===== config.mk =====
export PLATFORM = sky130hd
export DESIGN_NAME = brsm_queue
export DESIGN_NICKNAME = d
export VERILOG_FILES = /design/src/brsm_pkg.sv /design/src/brsm_queue.sv
export SDC_FILE = /design/constraint.sdc
export NUM_CORES = 1
export LEC_CHECK = 0
export BUFFER_PORTS_ARGS = -buffer_cell sky130_fd_sc_hd__buf_2
export CORE_ASPECT_RATIO = 1.75
export CORE_MARGIN = 2
export CORE_UTILIZATION = 50
export CTS_CLUSTER_SIZE = 8
export DETAILED_ROUTE_END_ITERATION = 6
export GPL_ROUTABILITY_DRIVEN = 0
export PLACE_DENSITY_LB_ADDON = 0.25
export SLEW_MARGIN = 20
export SYNTH_ARGS = -nofsm -noshare
export SYNTH_HDL_FRONTEND = slang
export SYNTH_SLANG_ARGS = --single-unit

===== constraint.sdc =====
create_clock -name clk -period 10.7 [get_ports clk]
set_input_delay 1.605 -clock clk [delete_from_list [all_inputs] [get_ports clk]]
set_output_delay 1.605 -clock clk [all_outputs]
set_load 0.1 [all_outputs]

===== src/brsm_pkg.sv =====
// shared types, constants and arithmetic helpers of the block-row sparse matvec
`timescale 1ns / 1ps

package brsm_pkg;

  // x store geometry
  localparam int X_DEPTH = 4096;
  localparam int X_AW    = $clog2(X_DEPTH);

  // most rows per block row, and the value lanes built
  localparam int BLOCK_ROWS = 3;
  localparam int LANES      = 3;
  localparam int LANE_CAP   = (BLOCK_ROWS < LANES) ? BLOCK_ROWS : LANES;

  // front to back queue
  localparam int QDEPTH = 4;
  localparam int QAW    = $clog2(QDEPTH);

  // action codes
  localparam logic [1:0] ACT_LOAD  = 2'd0;
  localparam logic [1:0] ACT_NZ    = 2'd1;
  localparam logic [1:0] ACT_CLOSE = 2'd2;

  localparam logic [63:0] SAT_MAX = 64'h7FFF_FFFF_FFFF_FFFF;
  localparam logic [63:0] SAT_MIN = 64'h8000_0000_0000_0000;

  typedef struct packed {
    logic [1:0]         action;
    logic [11:0]        index;
    logic signed [31:0] x_value;
    logic signed [31:0] val_0;
    logic signed [31:0] val_1;
    logic signed [31:0] val_2;
    logic [1:0]         row_width;
    logic               last_of_row;
    logic               add_mode;
    logic signed [63:0] y_in_0;
    logic signed [63:0] y_in_1;
    logic signed [63:0] y_in_2;
  } item_t;

  typedef struct packed {
    logic [1:0]         row_offset;
    logic signed [63:0] row_sum;
    logic               last_of_run;
  } result_t;

  // one classified nonzero or close, as it waits for the back end
  typedef struct packed {
    logic                    emit;
    logic [1:0]              w;
    logic                    add;
    logic [LANES-1:0][31:0]  val;
    logic [31:0]             x;
    logic [LANES-1:0][63:0]  y;
  } qent_t;

  typedef struct packed {
    logic full;
    logic empty;
  } q_flags_t;

  function automatic logic [63:0] sat_add(input logic [63:0] a, input logic [63:0] b);
    logic [63:0] r;
    r = a + b;
    if ((a[63] == b[63]) && (r[63] != a[63])) begin
      r = a[63] ? SAT_MIN : SAT_MAX;
    end
    return r;
  endfunction

  function automatic logic [1:0] eff_width(input logic [1:0] rw);
    logic [1:0] w;
    w = rw;
    if (w == 2'd0) begin
      w = 2'd1;
    end
    if (w > 2'(LANE_CAP)) begin
      w = 2'(LANE_CAP);
    end
    return w;
  endfunction

endpackage


===== src/brsm_queue.sv =====
// short register queue between front and back
`timescale 1ns / 1ps

module brsm_queue import brsm_pkg::*; (
  input  logic     clk,
  input  logic     rst,
  input  logic     push,
  input  qent_t    push_data,
  input  logic     pop,
  output qent_t    head,
  output q_flags_t flags
);

  qent_t          mem [QDEPTH];
  logic [QAW-1:0] wr_ptr;
  logic [QAW-1:0] rd_ptr;
  logic [QAW:0]   count;
  logic [QAW:0]   count_next;

  assign head        = mem[rd_ptr];
  assign flags.full  = (count == (QAW+1)'(QDEPTH));
  assign flags.empty = (count == '0);

  always_comb begin
    count_next = count;
    if (push && !pop) begin
      count_next = count + (QAW+1)'(1);
    end else if (pop && !push) begin
      count_next = count - (QAW+1)'(1);
    end
  end

  always_ff @(posedge clk) begin
    if (rst) begin
      wr_ptr <= '0;
      rd_ptr <= '0;
      count  <= '0;
    end else begin
      count <= count_next;
      if (push) begin
        wr_ptr <= wr_ptr + QAW'(1);
      end
      if (pop) begin
        rd_ptr <= rd_ptr + QAW'(1);
      end
    end
  end

  always_ff @(posedge clk) begin
    if (push) begin
      mem[wr_ptr] <= push_data;
    end
  end

endmodule


After elaboration in Yosys (flattened, before gate mapping). Memory sizes are Yosys's and may differ from the RTL's. A register that Yosys moved wholly into a read port is not among the register bits. Index checks and enable logic that the tools add are counted.

Bits in registers: 7. Input port bits: 328. Memories kept: 1. Output and inout port bits: 326. Memory bits (writable): 1296. Word-level logic and storage cells: 21.

Memory list: mem (words 4, bits a word 324, read ports 1, clocked after Yosys merged registers in 1, write ports 1, line brsm_queue.sv:14) `qent_t mem [QDEPTH];`.

Equal/unequal tests: 1. Add/subtract/negate cells: 4. Multiplexer cells: 6. Reductions and logical operators: 6.

Operators with widths (number): 3-bit two-way mux (2); 2-bit by 1-bit adder with 2-bit output, second input constant (2); 2-bit two-way mux (2); 3-bit by 1-bit adder with 3-bit output, second input constant (1); 3-bit == test, second input constant (1); 3-bit zero test (1); 3-bit by 1-bit subtractor with 3-bit output, second input constant (1); 1-bit logical AND (2); 1-bit zero test (2); 1-bit two-way mux (2); 2-bit nonzero test (1).

Depth between registers and ports, before layout.
Word-level depth: 4. Depth in mapped cells: 7. Mapped depth without buffers: 7.

Least setup slack after synthesis. Ideal clock, no wire load.

Path kind: in2reg. Start point: input port push. End point: memory mem[0][0] in the netlist's numbering, enable pin. Buffers on the path: 0. Arrival time: 8.906 ns. Data required time: 9.974 ns. Stages: 1. Library setup time: 0.726 ns. Path slack: 1.068 ns. Cell sequence: and2_1.

Cells in the longest elaborated chain, start to end: 2.

RTL lines: start, declared (line brsm_queue.sv:7) `input logic push,`; 1-bit two-way mux (line brsm_queue.sv:50) `if (push) begin`; 1-bit two-way mux (not written as such) (line brsm_queue.sv:51) `mem[wr_ptr] <= push_data;`; end, declared (line brsm_queue.sv:14).

No other way between the ends.

==> flow_summary.yaml <==
clock_tree:
  root_buffer: "clkbuf_16"
  clk-insertion-delay-late_ps: 780
  cts_resized: 0
  h-tree-depth: 4
  clk_pin_slew_ps: 50
  cts_made_buffers: 181
  cts_sinks: 1305
  post_cts_buffers: 0
  clock_path_buffers: 3
  cts_hold_buf: 0
  tritoncts: "done"
timing:
  fin_crit_ps: 5150
  final.period_utilization: 0.481
  setup_tns_ps: 0
  hold_viol: 0
  worstMarginPinSlew_ps: 1080
  setup_violations: 0
  slew_violations: 0
  skew_ps: 24.3
  hold_slack_ps: 510
  rsz0062_at_grt: "false"
  max_freq_mhz: 194
  slew_headroom: 0.283
cells_and_area:
  fillers: 6509
  final_area_um2: 56600
  drive_gt1_frac: 0.474
  nNetsFinal: 2859
  finalNonFillerCells: 3774
  syn_to_final_growth_pct: 20.0
floorplan:
  rows: 149
  dieArea_um2: 96900
  ioPinCount: 654
  die_y_um: 410
  core_um2: 94000
  start_util: 0.502
  fp.dieW_um: 236
power:
  p_total_mw: 13.3
  p_per_area_nw_per_um2: 235
  vdd_drop_max_mv: 0.193
  leakage_nw: 19.0
setup_path:
  cp-end-kind: "primary output"
  path_max_fanout: 44
  critPathRequiredTime_ps: 9100
  crit_path_start_kind: "register"
  worstPathArrival_ps: 3550
  worstSetupPathType: "reg -> out"
  rr_startpoint: "wr_ptr[0]"
grt:
  grt_max_degree: 149
  antenna_found_initial: 43
  grt_pass1_vias: 23300
  grt_use_total: 0.208
  grt-ovfl-total: 0
  grt_pass1_wl_um: 148000
routing:
  routed_wl_um: 99800
  routedWlPerCell_um: 26.4
  postRouteAntennaNets: 0
  dr.pass1.iters: 5
  post-route-drc-count: 0
  drtIter0Drc: 1335
  vias: 21500
  via_per_inst: 5.70
logic_synthesis:
  synth_seq_area_share: 0.829
  synth_area_um2: 47200
  synthCells: 1736
  ys_ff_latch: 1305
  syn_nets: 2070
  synth_top_area_cell: "edfxtp_1"
  yosysWarningCount: 0
  yosys.area.top_type_share: 0.825
  synthDistinctLibCells: 20
  synth.avg_cell_area_um2: 27.2
  synthTopCellsByArea: "edfxtp_1 (82%), mux4_2 (15%), buf_6 (0.72%), buf_2 (0.38%), dfxtp_1 (0.38%)"
placement:
  dp_cells: 3547
  dp_hpwl_um: 60100
  placed_area_um2: 51700
  io_buffers: 653
run_status:
  status: "finished, final reports clean"
min_path:
  hp-class: "reg -> reg"
  min_from: "count[2]"
job:
  cap_violations: 0
## registers in the layout, summed over array words and instances (netlist names), named ones only
| register | count |
|---|---|
| count | 3 |
| mem | 1296 |
| rd_ptr | 2 |
| wr_ptr | 2 |
## stage by stage
stage | setup slack, ps | utilization
2_1_floorplan | 1070 | -
3_3_place_gp | 5740 | 0.550
3_5_place_dp | 5710 | 0.550
4_1_cts | 4880 | 0.601
5_1_grt | 5240 | 0.602
6_report | 5550 | 0.603
## Yosys cell counts, drive strengths merged
cell	n
edfxtp	1296
a21oi	1
o21ai	1
buf	66
and2	4
nand2	1
nor3b	1
ha	5
dfxtp	9
inv	4
fa	1
mux2i	2
or3	1
xnor2	2
nor2	7
xor2	3
mux4	324
nor3	1
clkbuf	7
## where the power goes
group | internal, mW | switching, mW | leakage [nW]
logic | 0.464 | 1.91 | 4.65
registers | 5.90 | 0.0612 | 12.0
clock network | 3.05 | 1.91 | 2.37
## layout make-up
cell class / instances / area, µm² / area share
multi-input combinational: 354 / 7540 / 0.133
sequential: 1305 / 39100 / 0.690
tap: 1208 / 1510 / 0.0267
antenna: 24 / 60.1 / 0.00106
inverter: 4 / 15.0 / 0.000265
clock buffer: 191 / 4670 / 0.0825
clock inverter: 9 / 148 / 0.00261
timing repair buffer: 679 / 3590 / 0.0634
## final timing paths
check	end	slack, ps	cells past startpoint
max	head[217]	5550	4
min	count[2]	510	2
max reg2reg	mem[0][174]	7600	5
min reg2reg	count[2]	510	2
## layer usage
layer,global-route usage,vias up,part of all wire
li1,-,9105,-
met1,0.255,11300,0.37
met2,0.319,858,0.49
met3,0.0898,224,0.10
met4,0.0970,46,0.034
met5,0,-,0.0030
## cell usage in the layout (no fill, tap or decap), types with 5 or more instances in the layout
cell and instances:
buf_2 653, buf_4 15, clkbuf_1 5, clkbuf_16 186, dfxtp_1 7, diode_2 24
edfxtp_1 1296, ha_1 5, mux4_2 324, nor2_1 7
## cell families (layout without fill, tap and decap cells)
family | count (synthesis) | in the layout | share of synthesized area
AOI/OAI and AO/OA | 2 | 2 | 0.000212
xor gates and xnor gates | 5 | 5 | 0.000928
adders and majority gates | 6 | 6 | 0.00175
buffers and inverters | 77 | 883 | 0.0119
DFF | 1305 | 1305 | 0.829
muxes | 326 | 326 | 0.155
other | 0 | 24 | 0
and+or+nand+nor | 15 | 15 | 0.00156
## critical path: stages, from the launching register on
cell     delay, ps
dfxtp_4        620
buf_12         330
buf_4          720
mux4_2         640
buf_2          320
Note: power is estimated with default switching activity, not from simulation.
